<file path="src/rtl/srbp_pkg.sv">
// Shared types, constants and helpers of the sensor report bit packer.
`default_nettype none
package srbp_pkg;

	localparam int PAYLOAD_BYTES_DEF = 51;
	localparam int HDR_BYTES         = 8;
	localparam int GRP_BYTES         = 8;
	localparam int ACC_W             = 24;
	localparam int OFS_W             = 16;

	localparam logic [15:0] THR_1H  = 16'd60;
	localparam logic [15:0] THR_2H  = 16'd120;
	localparam logic [15:0] THR_4H  = 16'd240;
	localparam logic [15:0] THR_8H  = 16'd480;
	localparam logic [15:0] THR_17H = 16'd1020;

	// floor(x / 15) = (x * DIV15_MAGIC) >> 35 for any 32-bit x
	localparam logic [31:0] DIV15_MAGIC = 32'h8888_8889;

	localparam logic [15:0] RST_INTERVAL = 16'd60;
	localparam logic [4:0]  RST_BITS_1H  = 5'd6;
	localparam logic [4:0]  RST_BITS_2H  = 5'd7;
	localparam logic [4:0]  RST_BITS_4H  = 5'd8;
	localparam logic [4:0]  RST_BITS_8H  = 5'd9;
	localparam logic [4:0]  RST_BITS_17H = 5'd10;

	typedef enum logic [2:0] {
		REG_INTERVAL = 3'd0,
		REG_BITS_1H  = 3'd1,
		REG_BITS_2H  = 3'd2,
		REG_BITS_4H  = 3'd3,
		REG_BITS_8H  = 3'd4,
		REG_BITS_17H = 3'd5
	} reg_idx_t;

	typedef enum logic {
		MODE_HEADER = 1'b0,
		MODE_OFFSET = 1'b1
	} mode_t;

	typedef struct packed {
		logic        mode;
		logic [7:0]  event_count;
		logic [2:0]  status_code;
		logic [3:0]  hw_version;
		logic [3:0]  sw_version;
		logic [4:0]  battery_code;
		logic [4:0]  temperature_code;
		logic [2:0]  humidity_code;
		logic [4:0]  hour_of_day;
		logic [31:0] device_seconds;
		logic [15:0] minute_offset;
	} item_t;

	typedef struct packed {
		logic [7:0] packet_byte;
		logic       last_byte;
		logic       overflow;
	} result_t;

	typedef struct packed {
		logic [15:0]     interval_minutes;
		logic [4:0][4:0] bits_w;
	} cfg_t;

	// One item's worth of output bytes, handed to the serializer
	typedef struct packed {
		result_t [GRP_BYTES-1:0] bytes;
		logic [3:0]              cnt;
	} grp_t;

	function automatic logic [2:0] interval_index(input logic [15:0] mins);
		logic [2:0] idx;
		if (mins <= THR_1H)
			idx = 3'd0;
		else if (mins <= THR_2H)
			idx = 3'd1;
		else if (mins <= THR_4H)
			idx = 3'd2;
		else if (mins <= THR_8H)
			idx = 3'd3;
		else
			idx = 3'd4;
		return idx;
	endfunction

	function automatic logic [4:0] clamp_width(input logic [4:0] w);
		logic [4:0] r;
		if (w == 5'd0)
			r = 5'd1;
		else if (w > 5'd16)
			r = 5'd16;
		else
			r = w;
		return r;
	endfunction

endpackage
`default_nettype wire

</file>
<file path="src/rtl/srbp_core.sv">
// Packing stage: header bytes, bit accumulator and payload limit for one item.
`default_nettype none
module srbp_core import srbp_pkg::*; #(
	parameter int PAYLOAD_BYTES = PAYLOAD_BYTES_DEF
) (
	input  wire   clk,
	input  wire   arst_n,
	input  item_t item,
	input  wire   take,
	input  cfg_t  cfg,
	output grp_t  grp
);

	localparam int BW = $clog2(PAYLOAD_BYTES + 1);
	localparam logic [BW-1:0] PAY_LIM  = BW'(PAYLOAD_BYTES);
	localparam logic [BW-1:0] PAY_LAST = BW'(PAYLOAD_BYTES - 1);
	localparam logic [BW-1:0] HDR_CNT  = BW'(HDR_BYTES);
	localparam logic [BW-1:0] ONE      = BW'(1);

	logic [ACC_W-1:0] acc_q, acc_d;
	logic [4:0]       held_q, held_d;
	logic [7:0]       left_q, left_d;
	logic [BW-1:0]    sent_q, sent_d;

	logic [2:0]  idx;
	logic [4:0]  w;
	logic [63:0] prod;
	logic [23:0] minutes;

	assign idx     = interval_index(cfg.interval_minutes);
	assign w       = clamp_width(cfg.bits_w[idx]);
	assign prod    = {32'd0, 2'b00, item.device_seconds[31:2]} * {32'd0, DIV15_MAGIC};
	assign minutes = prod[58:35];

	always_comb begin
		logic [ACC_W-1:0] acc;
		logic [4:0]       held;
		logic [4:0]       rest;
		logic [BW-1:0]    bs;
		logic [3:0]       n;
		logic [15:0]      mask;
		logic             fin;
		logic             more;
		grp    = '0;
		acc_d  = acc_q;
		held_d = held_q;
		left_d = left_q;
		sent_d = sent_q;
		acc    = acc_q;
		held   = held_q;
		bs     = sent_q;
		n      = 4'd0;
		rest   = 5'd0;
		more   = 1'b0;
		mask   = 16'((17'd1 << w) - 17'd1);
		fin    = 1'b0;
		if (item.mode == MODE_HEADER) begin
			grp.bytes[0] = '{item.event_count, 1'b0, 1'b0};
			grp.bytes[1] = '{{item.hw_version, item.sw_version}, 1'b0, 1'b0};
			grp.bytes[2] = '{{item.battery_code, item.status_code}, 1'b0, 1'b0};
			grp.bytes[3] = '{{item.humidity_code, item.temperature_code}, 1'b0, 1'b0};
			grp.bytes[4] = '{{item.hour_of_day, idx}, 1'b0, 1'b0};
			grp.bytes[5] = '{minutes[7:0], 1'b0, 1'b0};
			grp.bytes[6] = '{minutes[15:8], 1'b0, 1'b0};
			grp.bytes[7] = '{minutes[23:16], item.event_count == 8'd0, 1'b0};
			grp.cnt      = 4'(HDR_BYTES);
			acc_d        = '0;
			held_d       = 5'd0;
			left_d       = item.event_count;
			sent_d       = HDR_CNT;
		end else if (left_q != 8'd0) begin
			acc  = acc | (ACC_W'(item.minute_offset & mask) << held);
			held = held + w;
			fin  = (left_q == 8'd1);
			for (int k = 0; k < 3; k++) begin
				if (held >= 5'd8 || (fin && held != 5'd0)) begin
					rest = (held >= 5'd8) ? held - 5'd8 : 5'd0;
					more = (rest != 5'd0) || !fin;
					if (bs < PAY_LIM) begin
						grp.bytes[n[2:0]] = '{acc[7:0], !more || (bs == PAY_LAST),
							more && (bs == PAY_LAST)};
						n  = n + 4'd1;
						bs = bs + ONE;
					end
					acc  = acc >> 8;
					held = rest;
				end
			end
			grp.cnt = n;
			acc_d   = fin ? '0 : acc;
			held_d  = fin ? 5'd0 : held;
			left_d  = left_q - 8'd1;
			sent_d  = bs;
		end
	end

	always_ff @(posedge clk or negedge arst_n) begin
		if (!arst_n) begin
			acc_q  <= '0;
			held_q <= 5'd0;
			left_q <= 8'd0;
			sent_q <= '0;
		end else if (take) begin
			acc_q  <= acc_d;
			held_q <= held_d;
			left_q <= left_d;
			sent_q <= sent_d;
		end
	end

endmodule
`default_nettype wire

</file>
<file path="src/rtl/srbp_ser.sv">
// Output serializer: holds one group of bytes and hands them out one per cycle while result_stall is low.
`default_nettype none
module srbp_ser import srbp_pkg::*; (
	input  wire     clk,
	input  wire     arst_n,
	input  grp_t    grp,
	input  wire     load,
	output wire     free,
	output result_t result,
	output wire     result_valid,
	input  wire     result_stall
);

	grp_t       grp_s2;
	logic       vld_q;
	logic [2:0] idx_q;
	logic       done;

	assign done         = vld_q && !result_stall && ({1'b0, idx_q} == grp_s2.cnt - 4'd1);
	assign free         = !vld_q || done;
	assign result       = grp_s2.bytes[idx_q];
	assign result_valid = vld_q;

	always_ff @(posedge clk) begin
		if (load && free)
			grp_s2 <= grp;
	end

	always_ff @(posedge clk or negedge arst_n) begin
		if (!arst_n) begin
			vld_q <= 1'b0;
			idx_q <= 3'd0;
		end else if (free) begin
			vld_q <= load;
			idx_q <= 3'd0;
		end else if (!result_stall) begin
			idx_q <= idx_q + 3'd1;
		end
	end

endmodule
`default_nettype wire

</file>
<file path="src/rtl/sensor_report_bit_packer.sv">
// Top level of the sensor report bit packer: input register, config registers, glue.
//
// A header item produces the eight header bytes; a minute offset item produces zero to
// three payload bytes. Bytes leave one per cycle on the result channel unless it is
// stalled; the serializer's group register sets that pace. A new input item is taken
// in each cycle in which the serializer is free or hands out its group's last byte, and
// an item's first byte is presented once it has passed the input and group registers.
// Configuration writes are always ready and take effect on the next item.
`default_nettype none
module sensor_report_bit_packer import srbp_pkg::*; #(
	parameter int PAYLOAD_BYTES = PAYLOAD_BYTES_DEF
) (
	input  wire        clk,
	input  wire        arst_n,
	input  wire        item_valid,
	output wire        item_stall,
	input  item_t      item,
	output wire        result_valid,
	input  wire        result_stall,
	output result_t    result,
	input  wire        cfg_valid,
	output wire        cfg_ready,
	input  wire [2:0]  cfg_index,
	input  wire [15:0] cfg_data
);

	item_t item_s1;
	logic  vld_s1;
	cfg_t  cfg_q;
	grp_t  grp;
	logic  free;
	logic  adv;

	assign adv        = free || !vld_s1;
	assign item_stall = !adv;
	assign cfg_ready  = 1'b1;

	always_ff @(posedge clk) begin
		if (adv && item_valid)
			item_s1 <= item;
	end

	always_ff @(posedge clk or negedge arst_n) begin
		if (!arst_n)
			vld_s1 <= 1'b0;
		else if (adv)
			vld_s1 <= item_valid;
	end

	always_ff @(posedge clk or negedge arst_n) begin
		if (!arst_n) begin
			cfg_q.interval_minutes <= RST_INTERVAL;
			cfg_q.bits_w[0]        <= RST_BITS_1H;
			cfg_q.bits_w[1]        <= RST_BITS_2H;
			cfg_q.bits_w[2]        <= RST_BITS_4H;
			cfg_q.bits_w[3]        <= RST_BITS_8H;
			cfg_q.bits_w[4]        <= RST_BITS_17H;
		end else if (cfg_valid) begin
			case (cfg_index)
				REG_INTERVAL: cfg_q.interval_minutes <= cfg_data;
				REG_BITS_1H:  cfg_q.bits_w[0]        <= cfg_data[4:0];
				REG_BITS_2H:  cfg_q.bits_w[1]        <= cfg_data[4:0];
				REG_BITS_4H:  cfg_q.bits_w[2]        <= cfg_data[4:0];
				REG_BITS_8H:  cfg_q.bits_w[3]        <= cfg_data[4:0];
				REG_BITS_17H: cfg_q.bits_w[4]        <= cfg_data[4:0];
				default: ;
			endcase
		end
	end

	srbp_core #(
		.PAYLOAD_BYTES(PAYLOAD_BYTES)
	) u_core (
		.clk   (clk),
		.arst_n(arst_n),
		.item  (item_s1),
		.take  (vld_s1 && free),
		.cfg   (cfg_q),
		.grp   (grp)
	);

	srbp_ser u_ser (
		.clk         (clk),
		.arst_n      (arst_n),
		.grp         (grp),
		.load        (vld_s1 && grp.cnt != 4'd0),
		.free        (free),
		.result      (result),
		.result_valid(result_valid),
		.result_stall(result_stall)
	);

endmodule
`default_nettype wire
</file>
<file path="config.mk">
export PLATFORM = sky130hd
export DESIGN_NAME = sensor_report_bit_packer
export DESIGN_NICKNAME = d
export VERILOG_FILES = /design/src/rtl/srbp_pkg.sv /design/src/rtl/srbp_core.sv /design/src/rtl/srbp_ser.sv /design/src/rtl/sensor_report_bit_packer.sv
export SDC_FILE = /design/constraint.sdc
export NUM_CORES = 1
export LEC_CHECK = 0
export ABC_CLOCK_PERIOD_IN_PS = 27200
export BUFFER_PORTS_ARGS = -buffer_cell sky130_fd_sc_hd__buf_2
export CORE_ASPECT_RATIO = 0.9
export CORE_MARGIN = 4
export CORE_UTILIZATION = 55
export DETAILED_ROUTE_END_ITERATION = 16
export PLACE_DENSITY = 0.81
export SYNTH_ARGS = -nofsm -noshare
export SYNTH_HDL_FRONTEND = slang
export SYNTH_SLANG_ARGS = --single-unit
</file>
<file path="constraint.sdc">
create_clock -name clk -period 27.2 [get_ports clk]
set_clock_uncertainty 0.2 [all_clocks]
set_input_delay 8.16 -clock clk [delete_from_list [all_inputs] [get_ports clk]]
set_output_delay 8.16 -clock clk [all_outputs]
set_load 0.01 [all_outputs]
</file>
---- Word level (Yosys, flattened, before mapping) ----
Index checks and enable logic that the tools add are counted.
operators by class
  multipliers ............................. 1
  bitwise logic cells ..................... 2
  magnitude comparators ................... 17
  reduce and logical (&&, ||, !) cells .... 52
  shift-type cells ........................ 2
  $add $sub $neg .......................... 13
  equality and inequality tests ........... 12
  mux-type cells .......................... 77
operator list
  kind                    count
  $mux 80                 6
  $mux 24                 10
  $mux 84                 2
  $bwmux 80               2
  $mux 5                  16
  $mux 6                  12
  $mux 10                 7
  $demux 10 s3            2
  $mul 30x32->59 const B  1
  $mux 4                  9
  $bmux 10 s3             1
  $reduce_bool 5->1       6
  $or 24x24->24           1
  $shl 24x5->24           1
  $add 6x1->6 const B     3
  $eq 6x6->1 const B      3
  $lt 6x6->1 const B      3
  $mux 3                  6
  $and 16x16->16          1
  $le 16x6->1 const B     1
  $le 16x7->1 const B     1
  $le 16x8->1 const B     1
  $le 16x9->1 const B     1
  $lt 3x4->1 const B      4
  29 further kinds        76
word-level totals
  register bits ........................... 259
  logic and storage cells ................. 225
  input port bits ......................... 110
  output and inout port bits .............. 13

---- Logic depth before layout (Yosys ltp) ----
  depth in word-level cells ............... 37
  mapped depth ............................ 40
  gate-level depth less buffers ........... 35

---- Modules after synthesis ----
From an unflattened synthesis, not the netlist that was laid out.
unflattened totals
  cells, all modules ...................... 1952
  area total of the unflattened synthesis .. 21279.2 um^2
modules (own cells, without submodules)
  module                    instances  sequential area each (um^2)  area each (um^2)  cells an instance
  srbp_core                 1          1076.0                       13526.7           1618
  sensor_report_bit_packer  1          3651.0                       4254.1            184
  srbp_ser                  1          2622.5                       3498.4            150

---- Worst setup path before layout ----
No wires, ideal clock.
  kind .................................... input to output
  start point ............................. input result_stall
  end point ............................... output item_stall
  data arrival time ....................... 8.755 ns
  buffers on the path ..................... 0
  data required time ...................... 18.840 ns
  setup slack ............................. 10.085 ns
  stages .................................. 6
  cell sequence ........................... nor2_1 -> o2111ai_1 -> nand2_1 -> inv_1 -> nand2_1 -> inv_1
on the way
  longest elaborated chain between the ends .. 6
RTL lines
  what                            RTL line                        RTL
  start, declared                 sensor_report_bit_packer.sv:19  input wire result_stall,
  $logic_not 1->1                 -
  $logic_and 1x1->1 (2 in a row)  srbp_ser.sv:19                  assign done = vld_q && !result_stall && ({1'b0, idx_q} == grp_s2.cnt - 4'd1);
  $logic_or 1x1->1                srbp_ser.sv:20                  assign free = !vld_q || done;
  $logic_or 1x1->1                sensor_report_bit_packer.sv:34  assign adv = free || !vld_s1;
  $logic_not 1->1                 sensor_report_bit_packer.sv:35  assign item_stall = !adv;
  end, declared                   sensor_report_bit_packer.sv:16  output wire item_stall,
Every way passes these cells.

---- Worst setup path after layout ----
Ends and elaborated chain as after synthesis.

==> metrics.txt <==
status=completed; Slew HR=11.7%; CTS Root Cell=clkbuf_16; CP required=18840 ps; hpwl dp=43400 um; fillers=2989; gr usage total=27.2%; Tcrit/Tclk final=64.4%; vias=16200; drt drc=0; Synth Instances=1948; Avg Cell Area, Syn=10.7 um2; Setup-failing EPs final=0; largest net degree at the start of global routing=78; gp weighted congestion=0.964; die area=40900 um2; number of vias per cell=6.37; Clock Path Buffers=3; post-synthesis cell type count=97; Worst-path clk slew=70 ps; sequential-to-total area share from yosys stat=34.1%; post-synth top area share=23.3%; WP buf/inv=4; CP delay by family, top=simple AND/OR/NAND/NOR gates; Max Freq=0.0571 GHz; DR iter-0 viols=1864; Post-synth ARST share=35.6%; Routed Antenna Nets=0; Worst Setup Start Kind=primary input; r2r setup slk=16480 ps; Worst Hold Class=flip-flop to flip-flop; CP Cell Sequence=buf_2 > nor2_1 > o2111ai_1 > nand2_1 > inv_1 > nand2_1 > inv_1 > buf_2; RR Endpoint=u_ser.grp_s2[47]; vias in the first global route=16300; WP depth=8; layout cells sized above 1=14.9%; IO Pins=123; std cell rows=67; initial antenna violation count=2; core area=37200 um2; FF-to-FF path depth=32; CTS tree=yes; predominant post-synthesis flop cell=edfxtp_1; min Tclk post-route=17520 ps; first-pass GRT wire length=88300 um; gr ovfl total=0; Vert. Die Dim=192 um; leading area contributor after synthesis=edfxtp_1; Post-Route WL=55600 um; clock latency on the worst-skew pair=580 ps; total setup buffers inserted after CTS=0; diodes inserted=0; final hold vios=0; Area Overhead vs Synth=9.40%; Detailed Routing Iterations Pass 1=8; Nets=2527; Synth Warn #=0; post-cts gate resize count=0; Sink Count=250; die width=213 um; endpoint type of the worst setup path=primary output; Arr. time, crit path=9160 ps; RSZ-0062 raised after global routing=false; cts bufs inserted=28; crit-path max cell delay=270 ps; htree depth=1; max-slew violation count=0; Sum Neg Setup Slack=0 ps; R2R Path Start=cfg_q[34]; # Max-Cap Violations=0; EDFF count, synth=161; Netlist Area Pre-Place=20800 um2; Yosys reg bits=250; Wirelength per Cell=21.8 um; CP Class=primary input to primary output; Area contributors post-synth=edfxtp_1 23%, ha_1 16%, fa_1 11%, dfrtp_1 9.0%, inv_1 3.7%; Hold-fix buffers, CTS=0; Critical path origin=result_stall; Setup crit end=item_stall; crit path max fanout=9; Slowest cell on crit path=nand2_1; worst-margin pin slew=1310 ps; Starting Density=55.8%; IO Port Bufs=119
-- cells in the mapped netlist (7+ instances only) --
master / instances
ha_1: 260
inv_1: 207
edfxtp_1: 161
nor2_1: 125
nand2_1: 124
fa_1: 115
o21ai_0: 85
a21oi_1: 75
dfrtp_1: 75
mux2_2: 58
clkbuf_1: 57
nand3_1: 49
nor3_1: 45
o22ai_1: 24
xnor2_1: 23
o211ai_1: 22
a21o_1: 20
mux4_2: 19
a211oi_1: 17
a22o_1: 17
nand4_1: 17
nor2b_1: 17
o2bb2ai_1: 16
and2_1: 14
dfstp_2: 14
and3_1: 13
o21a_1: 13
xor2_1: 13
a221oi_1: 12
nor4_1: 12
mux2i_1: 11
a31oi_1: 10
o221ai_1: 10
a211o_1: 9
a22oi_1: 9
o31ai_1: 9
a221o_1: 8
a32o_1: 8
nand2b_1: 8
o311ai_0: 8
a2111oi_0: 7
o21bai_1: 7
-- how the worst min path moves through the flow --
stage                               start               to  slack [ps]  cells past startpoint
after CTS                 u_core.acc_q[2]  u_core.acc_q[2]         280                      2
after floorplan           u_core.acc_q[2]  u_core.acc_q[2]         240                      2
after global routing            cfg_q[19]        cfg_q[19]         340                      1
after global placement    u_core.acc_q[2]  u_core.acc_q[2]         260                      2
final                     u_core.acc_q[2]  u_core.acc_q[2]         280                      2
after detailed placement  u_core.acc_q[2]  u_core.acc_q[2]         260                      2
-- placed cells by master, fill, tap and decap left out, types with 19 or more instances in the layout --
cell,instances
fa_1,115
nor3_1,45
nor2_1,125
mux2_2,58
o21ai_0,85
a21o_1,20
nand3_1,49
buf_2,118
a21oi_1,75
inv_1,207
ha_1,260
o22ai_1,24
nand2_1,124
xnor2_1,23
clkbuf_16,29
mux4_2,19
edfxtp_1,161
dfrtp_1,75
o211ai_1,22
-- routing by layer --
metal | vias to the layer above | part of all wire, % | global-route usage (%)
met4 | 4 | 3.2 | 8.35
li1 | 7385 | - | -
met3 | 149 | 7.8 | 4.21
met1 | 7927 | 42 | 38.3
met2 | 762 | 47 | 44.0
met5 | - | 0.058 | 0
-- cell families after synthesis --
family                     count (synthesis)  synth area share [%]
xor gates and xnor gates                  37                  1.65
muxes                                     89                  5.79
AOI/OAI and AO/OA                        453                  15.8
adders and majority gates                375                  26.8
and+or+nand+nor                          461                  10.6
DFF                                      250                  34.1
buffers and inverters                    282                  5.31
other                                      1                0.0181
-- stage by stage --
step                cells  cell area, um2  worst slack (ps)  hold WS [ps]  util, %
global placement     2495           21800              9700           257     58.5
CTS                  2547           22700              9670           279     61.0
finish               2547           22700              9680           279     61.0
detailed placement   2495           21800              9680           264     58.5
floorplan            1949           20800             10080           241        -
global route         2547           22700              9550           335     61.0
-- worst min-delay path, cell delays in order (launching register included) --
cell and delay [ps]:
dfrtp_1 340, nand2_1 40, o21ai_0 60
-- layout make-up --
| type | count | area (um2) | share of cell area (%) |
|---|---|---|---|
| Clock buffer | 37 | 786 | 3.46 |
| Timing Repair Buffer | 133 | 703 | 3.10 |
| Clock inverter | 15 | 135 | 0.595 |
| Sequential cell | 250 | 7080 | 31.2 |
| Multi-Input combinational cell | 1417 | 12600 | 55.5 |
| Inverter | 212 | 802 | 3.53 |
| Tap cell | 483 | 604 | 2.66 |
-- sequential cells by signal, indices dropped and copies added (netlist names), 3 cells and up --
name	flops
item_s1	84
u_core.held_q	5
u_core.sent_q	6
u_core.left_q	8
u_core.acc_q	24
u_ser.idx_q	3
u_ser.grp_s2	77
cfg_q	41
Power is not shown: default switching activity piles up to over one toggle a cycle in this logic, so the estimate is an artifact.
